## src/rtl/acdss_pkg.sv

```systemverilog
// ----------------------------------------------------------------------------
// acdss_pkg
// Shared types and constants for the sample slip drift compensation block.
// ----------------------------------------------------------------------------
`default_nettype none

package acdss_pkg;

  localparam int NET_W      = 63;
  localparam int DIFF_W     = 64;
  localparam int LOC_W      = 32;
  localparam int ERR_W      = 11;
  localparam int ACC_W      = 32;
  localparam int CNT_W      = 17;
  localparam int TRIG_W     = 16;
  localparam int LIM_W      = 10;
  localparam int FRAMES_W   = 14;
  localparam int CH_W       = 3;
  localparam int IDX_W      = 13;
  localparam int OIDX_W     = 14;
  localparam int SLIP_W     = 2;
  localparam int CFG_IDX_W  = 2;
  localparam int CFG_DATA_W = 16;
  localparam int Q_DEPTH    = 4;

  localparam logic [TRIG_W-1:0] TRIGGER_RESET = 16'd10000;
  localparam logic [LIM_W-1:0]  LIMIT_RESET   = 10'd16;

  localparam logic signed [SLIP_W-1:0] SLIP_NONE = 2'sb00;
  localparam logic signed [SLIP_W-1:0] SLIP_INC  = 2'sb01;
  localparam logic signed [SLIP_W-1:0] SLIP_DEC  = 2'sb11;
  localparam logic signed [SLIP_W-1:0] SLIP_BAD  = 2'sb10;

  localparam logic [IDX_W-1:0] IDX_ONE = 13'd1;

  typedef enum logic [1:0] {
    KIND_CLOCK  = 2'd0,
    KIND_PERIOD = 2'd1,
    KIND_SAMPLE = 2'd2
  } kind_t;

  typedef enum logic [CFG_IDX_W-1:0] {
    REG_TRIGGER   = 2'd0,
    REG_LIMIT     = 2'd1,
    REG_DIRECTION = 2'd2
  } reg_idx_t;

  typedef struct packed {
    logic [TRIG_W-1:0] trigger;
    logic [LIM_W-1:0]  limit;
    logic              direction;
  } cfg_t;

  typedef struct packed {
    kind_t                kind;
    logic                 err_ok;
    logic [ERR_W-1:0]     err;
    logic [FRAMES_W-1:0]  frames;
    logic [CH_W-1:0]      channel;
    logic [IDX_W-1:0]     idx;
  } q_entry_t;

  localparam int ENTRY_W = $bits(q_entry_t);

endpackage

`default_nettype wire

```

## src/rtl/audio_clock_drift_sample_slip_top.sv

```systemverilog
// ----------------------------------------------------------------------------
// audio_clock_drift_sample_slip_top
// Clock drift compensation by slipping one sample per channel and period.
//
//   channel  direction  handshake              payload
//   in_      input      in_valid / in_ready    kind, times, frames, channel, index, sample
//   out_     output     out_valid / out_ready  what, channel, index, sample, slip, last
//   cfg_     input      cfg_valid / cfg_ready  cfg_index, cfg_data
//
// One item is accepted per cycle while the four-entry queue has room.
// Results leave one per cycle through the output register unless the output
// is stalled; an index-one sample under an inserting slip gives two results.
// Reset is synchronous; the block is ready on the first cycle after it.
// A stalled output holds period and sample items in the back part; the queue absorbs the front.
// ----------------------------------------------------------------------------
`default_nettype none

module audio_clock_drift_sample_slip_top #(
  parameter int CHANNELS    = 8,
  parameter int MAX_FRAMES  = 8192,
  parameter int SAMPLE_BITS = 24
) (
  input  wire logic                                   clk,
  input  wire logic                                   rst_n,
  input  wire logic                                   in_valid,
  output logic                                        in_ready,
  input  wire logic [1:0]                             in_kind,
  input  wire logic [acdss_pkg::NET_W-1:0]            in_net_time,
  input  wire logic [acdss_pkg::LOC_W-1:0]            in_local_time,
  input  wire logic [acdss_pkg::FRAMES_W-1:0]         in_frames,
  input  wire logic [acdss_pkg::CH_W-1:0]             in_channel,
  input  wire logic [acdss_pkg::IDX_W-1:0]            in_sample_index,
  input  wire logic signed [SAMPLE_BITS-1:0]          in_sample,
  output logic                                        out_valid,
  input  wire logic                                   out_ready,
  output logic                                        out_what,
  output logic [acdss_pkg::CH_W-1:0]                  out_channel_res,
  output logic [acdss_pkg::OIDX_W-1:0]                out_out_index,
  output logic signed [SAMPLE_BITS-1:0]               out_out_sample,
  output logic signed [acdss_pkg::SLIP_W-1:0]         out_slip,
  output logic                                        out_last,
  input  wire logic                                   cfg_valid,
  output logic                                        cfg_ready,
  input  wire logic [acdss_pkg::CFG_IDX_W-1:0]        cfg_index,
  input  wire logic [acdss_pkg::CFG_DATA_W-1:0]       cfg_data
);

  import acdss_pkg::*;

  localparam int QW = ENTRY_W + SAMPLE_BITS;

  cfg_t           cfg_r;
  logic           q_full;
  logic           q_push;
  logic [QW-1:0]  q_push_data;
  logic           q_pop;
  logic           q_valid;
  logic [QW-1:0]  q_head;

  assign cfg_ready = 1'b1;
  assign in_ready  = !q_full;

  always_ff @(posedge clk) begin
    if (!rst_n) begin
      cfg_r.trigger   <= TRIGGER_RESET;
      cfg_r.limit     <= LIMIT_RESET;
      cfg_r.direction <= 1'b0;
    end else if (cfg_valid && cfg_ready) begin
      case (reg_idx_t'(cfg_index))
        REG_TRIGGER:   cfg_r.trigger   <= cfg_data[TRIG_W-1:0];
        REG_LIMIT:     cfg_r.limit     <= cfg_data[LIM_W-1:0];
        REG_DIRECTION: cfg_r.direction <= cfg_data[0];
        default: ;
      endcase
    end
  end

  acdss_front #(
    .CHANNELS    (CHANNELS),
    .MAX_FRAMES  (MAX_FRAMES),
    .SAMPLE_BITS (SAMPLE_BITS)
  ) u_front (
    .clk          (clk),
    .rst_n        (rst_n),
    .cfg          (cfg_r),
    .accept       (in_valid && in_ready),
    .kind         (in_kind),
    .net_time     (in_net_time),
    .local_time   (in_local_time),
    .frames       (in_frames),
    .channel      (in_channel),
    .sample_index (in_sample_index),
    .sample       (in_sample),
    .push         (q_push),
    .push_data    (q_push_data)
  );

  acdss_fifo #(
    .WIDTH (QW),
    .DEPTH (Q_DEPTH)
  ) u_queue (
    .clk        (clk),
    .rst_n      (rst_n),
    .push       (q_push),
    .push_data  (q_push_data),
    .pop        (q_pop),
    .full       (q_full),
    .head_valid (q_valid),
    .head_data  (q_head)
  );

  acdss_back #(
    .CHANNELS    (CHANNELS),
    .SAMPLE_BITS (SAMPLE_BITS)
  ) u_back (
    .clk             (clk),
    .rst_n           (rst_n),
    .cfg             (cfg_r),
    .q_valid         (q_valid),
    .q_data          (q_head),
    .q_pop           (q_pop),
    .out_ready       (out_ready),
    .out_valid       (out_valid),
    .out_what        (out_what),
    .out_channel_res (out_channel_res),
    .out_out_index   (out_out_index),
    .out_out_sample  (out_out_sample),
    .out_slip        (out_slip),
    .out_last        (out_last)
  );

endmodule

`default_nettype wire

```

## src/rtl/acdss_fifo.sv

```systemverilog
// ----------------------------------------------------------------------------
// acdss_fifo
// Short register queue between the front and back parts.
// ----------------------------------------------------------------------------
`default_nettype none

module acdss_fifo #(
  parameter int WIDTH = 8,
  parameter int DEPTH = 4
) (
  input  wire logic             clk,
  input  wire logic             rst_n,
  input  wire logic             push,
  input  wire logic [WIDTH-1:0] push_data,
  input  wire logic             pop,
  output logic                  full,
  output logic                  head_valid,
  output logic [WIDTH-1:0]      head_data
);

  localparam int AW = (DEPTH > 1) ? $clog2(DEPTH) : 1;
  localparam int CW = $clog2(DEPTH + 1);

  logic [WIDTH-1:0] mem_r [DEPTH];
  logic [AW-1:0]    wr_ptr_r, wr_ptr_nxt;
  logic [AW-1:0]    rd_ptr_r, rd_ptr_nxt;
  logic [CW-1:0]    count_r, count_nxt;

  function automatic logic [AW-1:0] ptr_inc(input logic [AW-1:0] p);
    if (p == AW'(DEPTH - 1)) begin
      return '0;
    end
    return p + AW'(1);
  endfunction

  always_comb begin
    wr_ptr_nxt = push ? ptr_inc(wr_ptr_r) : wr_ptr_r;
    rd_ptr_nxt = pop ? ptr_inc(rd_ptr_r) : rd_ptr_r;
    count_nxt  = count_r;
    if (push && !pop) begin
      count_nxt = count_r + CW'(1);
    end else if (pop && !push) begin
      count_nxt = count_r - CW'(1);
    end
  end

  always_ff @(posedge clk) begin
    if (!rst_n) begin
      wr_ptr_r <= '0;
      rd_ptr_r <= '0;
      count_r  <= '0;
    end else begin
      wr_ptr_r <= wr_ptr_nxt;
      rd_ptr_r <= rd_ptr_nxt;
      count_r  <= count_nxt;
    end
  end

  always_ff @(posedge clk) begin
    if (push) begin
      mem_r[wr_ptr_r] <= push_data;
    end
  end

  assign full       = (count_r == CW'(DEPTH));
  assign head_valid = (count_r != '0);
  assign head_data  = mem_r[rd_ptr_r];

endmodule

`default_nettype wire

```

## src/rtl/acdss_front.sv

```systemverilog
// ----------------------------------------------------------------------------
// acdss_front
// Accepts input items, measures clock error and classifies them for the queue.
// ----------------------------------------------------------------------------
`default_nettype none

module acdss_front #(
  parameter int CHANNELS    = 8,
  parameter int MAX_FRAMES  = 8192,
  parameter int SAMPLE_BITS = 24
) (
  input  wire logic                                    clk,
  input  wire logic                                    rst_n,
  input  wire acdss_pkg::cfg_t                         cfg,
  input  wire logic                                    accept,
  input  wire logic [1:0]                              kind,
  input  wire logic [acdss_pkg::NET_W-1:0]             net_time,
  input  wire logic [acdss_pkg::LOC_W-1:0]             local_time,
  input  wire logic [acdss_pkg::FRAMES_W-1:0]          frames,
  input  wire logic [acdss_pkg::CH_W-1:0]              channel,
  input  wire logic [acdss_pkg::IDX_W-1:0]             sample_index,
  input  wire logic signed [SAMPLE_BITS-1:0]           sample,
  output logic                                         push,
  output logic [acdss_pkg::ENTRY_W+SAMPLE_BITS-1:0]    push_data
);

  import acdss_pkg::*;

  logic [NET_W-1:0]         last_net_r;
  logic [LOC_W-1:0]         last_loc_r;
  logic [DIFF_W-1:0]        net_diff;
  logic [LOC_W:0]           loc_diff;
  logic [DIFF_W-1:0]        err;
  logic                     err_fits;
  logic signed [ERR_W:0]    err_s;
  logic signed [ERR_W:0]    lim_s;
  logic                     chan_ok;
  logic                     idx_ok;
  q_entry_t                 entry;

  always_comb begin
    net_diff = {1'b0, net_time} - {1'b0, last_net_r};
    loc_diff = {1'b0, local_time} - {1'b0, last_loc_r};
    err      = net_diff - {{(DIFF_W - LOC_W - 1){loc_diff[LOC_W]}}, loc_diff};
    err_fits = (&err[DIFF_W-1:ERR_W-1]) | ~(|err[DIFF_W-1:ERR_W-1]);
    err_s    = $signed({err[ERR_W-1], err[ERR_W-1:0]});
    lim_s    = $signed({{(ERR_W + 1 - LIM_W){1'b0}}, cfg.limit});
    chan_ok  = ({1'b0, channel} < (CH_W + 1)'(CHANNELS));
    idx_ok   = ({1'b0, sample_index} < (IDX_W + 1)'(MAX_FRAMES));

    entry.kind    = kind_t'(kind);
    entry.err_ok  = err_fits && (err_s <= lim_s) && (err_s >= -lim_s);
    entry.err     = err[ERR_W-1:0];
    entry.frames  = frames;
    entry.channel = channel;
    entry.idx     = sample_index;

    case (kind_t'(kind))
      KIND_CLOCK:  push = accept;
      KIND_PERIOD: push = accept;
      KIND_SAMPLE: push = accept && chan_ok && idx_ok;
      default:     push = 1'b0;
    endcase
  end

  assign push_data = {entry, sample};

  always_ff @(posedge clk) begin
    if (!rst_n) begin
      last_net_r <= '0;
      last_loc_r <= '0;
    end else if (accept && (kind_t'(kind) == KIND_CLOCK)) begin
      last_net_r <= net_time;
      last_loc_r <= local_time;
    end
  end

endmodule

`default_nettype wire

```

## src/rtl/acdss_back.sv

```systemverilog
// ----------------------------------------------------------------------------
// acdss_back
// Executes queued items: accumulator, slip decision, sample insert and drop.
// ----------------------------------------------------------------------------
`default_nettype none

module acdss_back #(
  parameter int CHANNELS    = 8,
  parameter int SAMPLE_BITS = 24
) (
  input  wire logic                                  clk,
  input  wire logic                                  rst_n,
  input  wire acdss_pkg::cfg_t                       cfg,
  input  wire logic                                  q_valid,
  input  wire logic [acdss_pkg::ENTRY_W+SAMPLE_BITS-1:0] q_data,
  output logic                                       q_pop,
  input  wire logic                                  out_ready,
  output logic                                       out_valid,
  output logic                                       out_what,
  output logic [acdss_pkg::CH_W-1:0]                 out_channel_res,
  output logic [acdss_pkg::OIDX_W-1:0]               out_out_index,
  output logic signed [SAMPLE_BITS-1:0]              out_out_sample,
  output logic signed [acdss_pkg::SLIP_W-1:0]        out_slip,
  output logic                                       out_last
);

  import acdss_pkg::*;

  localparam int CH_AW      = (CHANNELS > 1) ? $clog2(CHANNELS) : 1;
  localparam int HELD_DEPTH = 1 << CH_AW;

  q_entry_t                    head;
  logic signed [SAMPLE_BITS-1:0] hs;

  logic signed [ACC_W-1:0]     acc_r, acc_nxt;
  logic [CNT_W-1:0]            cnt_r, cnt_nxt;
  logic signed [SLIP_W-1:0]    slip_r, slip_nxt;
  logic                        second_r, second_nxt;
  logic [SAMPLE_BITS-1:0]      held_r [HELD_DEPTH];
  logic                        held_we;

  logic                        out_valid_r;
  logic                        out_what_r;
  logic [CH_W-1:0]             out_ch_r;
  logic [OIDX_W-1:0]           out_idx_r;
  logic [SAMPLE_BITS-1:0]      out_smp_r;
  logic signed [SLIP_W-1:0]    out_slip_r;
  logic                        out_last_r;

  logic                        res_valid;
  logic                        res_what;
  logic [CH_W-1:0]             res_ch;
  logic [OIDX_W-1:0]           res_idx;
  logic [SAMPLE_BITS-1:0]      res_smp;
  logic signed [SLIP_W-1:0]    res_slip;
  logic                        res_last;

  logic                        slot_free;
  logic                        slip_pos;
  logic signed [ACC_W:0]       acc_sum;
  logic signed [ACC_W-1:0]     acc_sat;
  logic [CNT_W:0]              cnt_sum;
  logic [CNT_W-1:0]            cnt_clip;
  logic                        trig_hit;
  logic signed [SLIP_W-1:0]    raw_slip;
  logic signed [SLIP_W-1:0]    new_slip;
  logic [SAMPLE_BITS-1:0]      held_val;
  logic [SAMPLE_BITS:0]        avg_sum;
  logic [SAMPLE_BITS-1:0]      avg;

  assign head = q_entry_t'(q_data[ENTRY_W+SAMPLE_BITS-1:SAMPLE_BITS]);
  assign hs   = $signed(q_data[SAMPLE_BITS-1:0]);

  always_comb begin
    slot_free = !out_valid_r || out_ready;
    slip_pos  = (slip_r == SLIP_INC);

    acc_sum = {acc_r[ACC_W-1], acc_r}
            + {{(ACC_W + 1 - ERR_W){head.err[ERR_W-1]}}, head.err};
    if (acc_sum[ACC_W] != acc_sum[ACC_W-1]) begin
      acc_sat = acc_sum[ACC_W] ? {1'b1, {(ACC_W - 1){1'b0}}} : {1'b0, {(ACC_W - 1){1'b1}}};
    end else begin
      acc_sat = acc_sum[ACC_W-1:0];
    end

    cnt_sum  = {1'b0, cnt_r} + {{(CNT_W + 1 - FRAMES_W){1'b0}}, head.frames};
    cnt_clip = cnt_sum[CNT_W] ? {CNT_W{1'b1}} : cnt_sum[CNT_W-1:0];
    trig_hit = (cnt_clip >= {{(CNT_W - TRIG_W){1'b0}}, cfg.trigger});
    if (!trig_hit) begin
      raw_slip = SLIP_NONE;
    end else if (acc_r < 0) begin
      raw_slip = SLIP_DEC;
    end else if (acc_r > 0) begin
      raw_slip = SLIP_INC;
    end else begin
      raw_slip = SLIP_NONE;
    end
    new_slip = cfg.direction ? -raw_slip : raw_slip;

    held_val = held_r[head.channel[CH_AW-1:0]];
    avg_sum  = {held_val[SAMPLE_BITS-1], held_val} + {hs[SAMPLE_BITS-1], hs};
    avg      = avg_sum[SAMPLE_BITS:1];

    acc_nxt    = acc_r;
    cnt_nxt    = cnt_r;
    slip_nxt   = slip_r;
    second_nxt = second_r;
    held_we    = 1'b0;
    q_pop      = 1'b0;
    res_valid  = 1'b0;
    res_what   = 1'b0;
    res_ch     = '0;
    res_idx    = '0;
    res_smp    = '0;
    res_slip   = SLIP_NONE;
    res_last   = 1'b1;

    if (q_valid) begin
      case (head.kind)
        KIND_CLOCK: begin
          q_pop = 1'b1;
          if (head.err_ok) begin
            acc_nxt = acc_sat;
          end
        end
        KIND_PERIOD: begin
          if (slot_free) begin
            q_pop     = 1'b1;
            res_valid = 1'b1;
            res_what  = 1'b1;
            res_slip  = new_slip;
            cnt_nxt   = trig_hit ? cnt_clip - {{(CNT_W - TRIG_W){1'b0}}, cfg.trigger}
                                 : cnt_clip;
            acc_nxt   = acc_r - {{(ACC_W - SLIP_W){raw_slip[SLIP_W-1]}}, raw_slip};
            slip_nxt  = new_slip;
          end
        end
        KIND_SAMPLE: begin
          if (slot_free) begin
            res_ch   = head.channel;
            res_slip = slip_r;
            res_smp  = hs;
            if (slip_r == SLIP_NONE) begin
              q_pop     = 1'b1;
              res_valid = 1'b1;
              res_idx   = {1'b0, head.idx};
            end else if (head.idx == '0) begin
              q_pop     = 1'b1;
              held_we   = 1'b1;
              res_valid = slip_pos;
            end else if (head.idx == IDX_ONE) begin
              res_valid = 1'b1;
              if (!slip_pos) begin
                q_pop   = 1'b1;
                res_smp = avg;
              end else if (!second_r) begin
                res_idx    = OIDX_W'(1);
                res_smp    = avg;
                res_last   = 1'b0;
                second_nxt = 1'b1;
              end else begin
                q_pop      = 1'b1;
                res_idx    = OIDX_W'(2);
                second_nxt = 1'b0;
              end
            end else begin
              q_pop     = 1'b1;
              res_valid = 1'b1;
              res_idx   = slip_pos ? {1'b0, head.idx} + OIDX_W'(1)
                                   : {1'b0, head.idx} - OIDX_W'(1);
            end
          end
        end
        default: q_pop = 1'b1;
      endcase
    end
  end

  always_ff @(posedge clk) begin
    if (!rst_n) begin
      acc_r       <= '0;
      cnt_r       <= '0;
      slip_r      <= SLIP_NONE;
      second_r    <= 1'b0;
      out_valid_r <= 1'b0;
    end else begin
      acc_r    <= acc_nxt;
      cnt_r    <= cnt_nxt;
      slip_r   <= slip_nxt;
      second_r <= second_nxt;
      if (res_valid) begin
        out_valid_r <= 1'b1;
      end else if (out_ready) begin
        out_valid_r <= 1'b0;
      end
    end
  end

  always_ff @(posedge clk) begin
    if (held_we) begin
      held_r[head.channel[CH_AW-1:0]] <= hs;
    end
    if (res_valid) begin
      out_what_r <= res_what;
      out_ch_r   <= res_ch;
      out_idx_r  <= res_idx;
      out_smp_r  <= res_smp;
      out_slip_r <= res_slip;
      out_last_r <= res_last;
    end
  end

  assign out_valid       = out_valid_r;
  assign out_what        = out_what_r;
  assign out_channel_res = out_ch_r;
  assign out_out_index   = out_idx_r;
  assign out_out_sample  = $signed(out_smp_r);
  assign out_slip        = out_slip_r;
  assign out_last        = out_last_r;

`ifndef SYNTHESIS
  a_second_head: assert property (@(posedge clk) disable iff (!rst_n)
    second_r |-> (q_valid && head.kind == KIND_SAMPLE && head.idx == IDX_ONE
                  && slip_r == SLIP_INC))
    else $error("second result pending without matching head item");

  a_slip_code: assert property (@(posedge clk) disable iff (!rst_n)
    slip_r != SLIP_BAD)
    else $error("slip register holds an invalid code");

  a_period_report: assert property (@(posedge clk) disable iff (!rst_n)
    (q_pop && head.kind == KIND_PERIOD) |=> (out_valid_r && out_what_r && out_last_r))
    else $error("period start did not produce a slip report");

  a_acc_hold: assert property (@(posedge clk) disable iff (!rst_n)
    !(q_pop && (head.kind == KIND_CLOCK || head.kind == KIND_PERIOD)) |=> $stable(acc_r))
    else $error("accumulator moved without a clock or period item");
`endif

endmodule

`default_nettype wire
```

## config.mk

```make
export PLATFORM = sky130hd
export DESIGN_NAME = audio_clock_drift_sample_slip_top
export DESIGN_NICKNAME = d
export VERILOG_FILES = /design/src/rtl/acdss_pkg.sv /design/src/rtl/audio_clock_drift_sample_slip_top.sv /design/src/rtl/acdss_fifo.sv /design/src/rtl/acdss_front.sv /design/src/rtl/acdss_back.sv
export SDC_FILE = /design/constraint.sdc
export NUM_CORES = 2
export LEC_CHECK = 0
export BUFFER_PORTS_ARGS = -buffer_cell sky130_fd_sc_hd__buf_2
export CELL_PAD_IN_SITES_DETAIL_PLACEMENT = 1
export CELL_PAD_IN_SITES_GLOBAL_PLACEMENT = 1
export CORE_MARGIN = 3
export CORE_UTILIZATION = 45
export CTS_CLUSTER_SIZE = 28
export DETAILED_ROUTE_END_ITERATION = 16
export PLACE_DENSITY_LB_ADDON = 0.1
export SLEW_MARGIN = 0
export SYNTH_ARGS = -nofsm -noshare
export SYNTH_HDL_FRONTEND = slang
export SYNTH_SLANG_ARGS = --single-unit
```

## constraint.sdc

```tcl
create_clock -name clk -period 10.8 [get_ports clk]
set_input_delay 0.54 -clock clk [delete_from_list [all_inputs] [get_ports clk]]
set_output_delay 0.54 -clock clk [all_outputs]
set_load 0.01 [all_outputs]
```

# == After elaboration in Yosys (flattened, before gate mapping) ==
# Memories as Yosys holds them, arrays and structs flattened. A register that Yosys moved wholly into a read port is not among the register bits.
# Cells that the tools add are included.
# totals
regBits,227
ramBits,464
inputBits,174
output_inout_bits,48
elab_cells,158
mem_count,2
# mem_list
name,depth,width,rd,rd_clocked_by_memory_dff,wr,line,text
u_queue.mem_r,4,68,1,1,1,acdss_fifo.sv:24,logic [WIDTH-1:0] mem_r [DEPTH];
u_back.held_r,8,24,1,0,1,acdss_back.sv:39,logic [SAMPLE_BITS-1:0] held_r [HELD_DEPTH];
# classes
n_addsub,16
n_lt_le_gt_ge,5
n_eq_ne,14
n_mux,62
bitwise,7
reduce_logical,32
# ops
cell,count
$mux W32,4
$mux W24,5
$pmux W32 S2,1
$sub A63 B63 Y64,1
$sub A64 B64 Y64,1
$reduce_and A54 Y1,1
$reduce_or A54 Y1,1
$mux W14,3
$mux W17,2
$add A32 B11 Y33,1
$sub A32 B32 Y33,1
$gt A32 B1 Y1 const B,1
$lt A32 B1 Y1 const B,1
$sub A32 B32 Y32,1
$mux W1,28
$mux W13,2
$add A24 B24 Y25,1
$mux W2,12
$add A17 B14 Y18,1
$ge A17 B16 Y1,1
$sub A17 B16 Y17,1
$add A13 B1 Y14 const B,1
$sub A13 B1 Y14 const B,1
$eq A13 B1 Y1 const B,1
31 further kinds,63

# == Logic depth before layout (Yosys ltp) ==
# logic_depth
depth_word,11
mapped_depth,47
ltp_nobuf,41

# == Hierarchy ==
# Synthesis repeated with hierarchy kept, for this count alone.
# unflattened
hier_cells,3971
hier_area_um2,41771.3
# modules_own_cells
mod,instances,cells_per_inst,area_per_inst_um2,seq_area_each_um2
acdss_back,1,1749,17596.9,8177.8
acdss_front,1,1707,12758.5,1901.8
acdss_fifo,1,400,10294.9,8348.0
audio_clock_drift_sample_slip_top,1,115,1121.1,540.5

# == Worst setup path after synthesis ==
# OpenSTA, ideal clock, no wires.
# synth_timing
path_type,register to register
from,reg (tool-made name)
to,reg u_back.acc_r[31]
setup_time_ns,0.122
arrival_ns,10.972
required_time_ns,10.678
path_slack_ns,-0.294
stages_incl_launch_ff,46
path_buffers,7
cell_sequence,dfxtp_1 buf_2 buf_2 clkbuf_1 buf_1 buf_1 mux4_2 ha_1 a21o_1 a21oi_1 o21bai_1 a21oi_1 o21bai_1 a21oi_1 nand4b_1 nand3_1 and2_1 o21ai_0 [10 not listed] nand2b_1 a21o_1 clkbuf_1 nand2_1 ha_1 nor2b_1 o21ai_0 nand2b_1 a211oi_1 o211ai_1 o31ai_1 o21ai_1 a41o_1 a21o_1 a31o_2 a2111oi_0 nor3_1 o311a_1
# synth_rtl
item,line,text
to (signal assigned),acdss_back.sv:187,acc_r <= acc_nxt;
to (decl),acdss_back.sv:35,"logic signed [ACC_W-1:0] acc_r, acc_nxt;"

==> flow_summary.yaml <==
placed_design:
  gp_congestion: 0.8416
  io_buffers: 220
  preCtsSetupSlack_ns: 0.8708
  dp_hpwl_um: 81920
sta:
  slew_viol_final: 0
  min_period_ns: 9.798
  slew_headroom_pct: 20.18
  hold_violations: 0
  rsz0062_at_grt: "no"
  finalWorstSetupSlack_ns: 1.002
  skew_ns: 0.02427
  tightest_slew_ns: 1.192
  post-route-period-util_pct: 90.73
  max_freq_mhz: 102.1
  setup_viol: 0
  setup_tns_ns: 0
detailed_routing:
  final_antenna_net_count: 0
  firstDrtPassIters: 7
  drc: 0
  via_count: 29730
  dr.first_iter.drc_count: 1652
  avgRoutedWirePerCell_um: 22.46
  vias_per_cell: 5.792
  drt-total-wl_um: 115300
floorplan:
  die_h_um: 303.2
  die_area_mm2: 0.09190
  core_mm2: 0.08716
  fp-row-count: 108
  start_util_pct: 45.59
  io_pins: 222
  die_x_um: 303.2
clock_tree:
  clk_latency_ns: 0.65
  numCtsBuffers: 80
  clockBufferDepth: 3
  cts.sinks: 693
  htree_levels: 3
  postCtsSetupBuffers: 0
  cts_tree: "built"
  cts-hold-fix-buffers: 0
  clk_pin_slew_ns: 0.06
  cts-root-buf: "clkbuf_16"
worst_hold_path:
  min_to: "u_queue.mem_r[1][38]$_DFFE_PP_"
  hold_path_class: "input port to register"
  min-delay-start: "in_channel[1]"
  hold_depth: 1
synth:
  ys_ff_latch: 693
  synth_area_leaders: "edfxtp_1 (38%), dfxtp_1 (9.3%), ha_1 (7.8%)"
  synth_edf_count: 509
  ys_types: 94
  syn_area_per_cell_um2: 10.68
  synth_top_cell_area_share_pct: 38.47
  synth_common_cells: "edfxtp_1 (509), nand2_1 (466), a21oi_1 (384)"
  syn-cell-area_mm2: 0.03973
  synth_seq_area_share_pct: 47.74
  syn_nets: 4212
  syn_inst: 3720
  yosysMostFrequentCell: "edfxtp_1"
  yosysWarningCount: 0
  ys.flop_type: "edfxtp_1"
  synthArstFlopShare_pct: 0
  synth_top_cell_by_area: "edfxtp_1"
finish:
  area_delta_synth_final_pct: 12.71
  fillers: 9508
  drive_above_1_share_pct: 13.09
  nNetsFinal: 4399
global_routing:
  grt_pass1_vias: 31230
  overflow: 0
  grt_max_degree: 87
  grt_use_total_pct: 25.04
  grt_pass1_wl_um: 180300
  antenna_found_initial: 7
setup_path:
  cp_max_fo: 15
  critPathSlowestCell: "mux4_2"
  critPathTopFamily: "compound AO/OA/AOI/OAI gates"
  r2r_cells: 39
  critPathLaunchType: "register"
  critPathArrivalTime_ns: 10.34
  critical_path_buf_inv_count: 2
  r2r_slack_ns: 1.00
  r2r_end: "u_back.acc_r[31]$_SDFFE_PN0P_"
  cp_slowest_stage_delay_ns: 0.55
  worst_path_most_repeated_cell: "o21ai_0"
  worstSetupEndpointType: "register"
  critPathKind: "register to register"
  crit_required_ns: 11.34
pwr:
  power_density_mw_per_mm2: 320.7
  vdd_drop_max_v: 0.0001552
  p_leak_nw: 16.54
run:
  max-cap-violations: 0
run_status:
  status: "finished clean"
[flip-flops by register name (all words and copies together) (netlist names), named ones only]
name	count
u_back.acc_r	32
u_back.out_valid	1
u_front.last_loc_r	32
u_queue.rd_ptr_r	2
u_back.out_channel_res	3
u_back.slip_r	2
u_front.last_net_r	63
u_queue.count_r	3
u_back.out_what	1
u_back.out_out_sample	24
u_back.second_r	1
u_back.cnt_r	17
cfg_r	27
u_queue.wr_ptr_r	2
u_back.held_r	192
u_back.out_slip	2
u_back.out_out_index	14
u_back.out_last	1
u_queue.mem_r	272
[cell families after synthesis]
| kind of cell | count (synthesis) | share of synthesized area, % |
|---|---|---|
| xor gates and xnor gates | 191 | 4.210 |
| buffers and inverters | 363 | 3.577 |
| muxes | 110 | 5.013 |
| other | 1 | 0.009438 |
| and+or+nand+nor | 1035 | 12.18 |
| AOI/OAI and AO/OA | 1003 | 15.79 |
| adders and majority gates | 324 | 11.49 |
| DFF | 693 | 47.74 |
[repair_timing]
item                                   CTS  global route
endpoints found under the hold margin    0             0
resized for setup                        0             1
setup endpoints to repair                0             1
[per-layer routing]
| metal | global-route usage, % | routed length, um |
|---|---|---|
| met4 | 6.590 | 2425 |
| met1 | 33.67 | 51750 |
| met2 | 42.99 | 56450 |
| met5 | 0 | 5 |
| met3 | 3.011 | 4629 |
[stage by stage]
step / cells / util [%] / total power, mW / instance area (um2) / hold slack (ns)
floorplan: 3720 / - / 9.316 / 39740 / 0.4356
global placement: 4980 / 48.25 / 11.35 / 42050 / 0.4421
detailed placement: 4980 / 48.25 / 11.50 / 42050 / 0.4468
CTS: 5129 / 51.36 / 14.41 / 44770 / 0.05323
global route: 5131 / 51.38 / 15.44 / 44780 / 0.08471
finish: 5133 / 51.38 / 14.36 / 44780 / 0.1005
[power by group]
group | internal [mW] | switching [mW] | leakage (nW)
sequential | 3.28 | 0.159 | 6.12
combinational | 3.10 | 5.02 | 9.10
clock | 1.66 | 1.15 | 1.32
[worst max-delay path by stage]
stage	startpoint	to	slack, ns	cells after the start
after floorplan	register	u_back.acc_r[31]$_SDFFE_PN0P_	0.24	45
after global placement	register	u_back.acc_r[30]$_SDFFE_PN0P_	1.20	40
after detailed placement	register	u_back.acc_r[30]$_SDFFE_PN0P_	0.87	40
after CTS	register	u_back.acc_r[30]$_SDFFE_PN0P_	0.84	40
after global routing	register	u_back.acc_r[31]$_SDFFE_PN0P_	0.07	39
final	register	u_back.acc_r[31]$_SDFFE_PN0P_	1.00	39
[cell usage in the layout (no fill, tap or decap), drive strengths merged, types with 59 or more instances in the layout]
cell type,n
a21o,94
a21oi,385
buf,257
clkbuf,105
dfxtp,184
edfxtp,509
fa,70
ha,248
inv,214
mux4,70
nand2,466
nand3,59
nor2,173
o21ai,174
o22ai,66
xnor2,109
xor2,82
[layout make-up]
class,instances,area (um2),share of cell area (%)
Multi-Input combinational cell,2664,19470,43.47
Sequential cell,693,18980,42.37
Clock buffer,105,2198,4.909
Tap cell,1155,1445,3.227
Timing Repair Buffer,257,1379,3.079
Inverter,211,794.5,1.774
Clock inverter,44,514.2,1.148
Antenna cell,4,10.01,0.02235
Note: power is estimated with default switching activity, not from simulation.
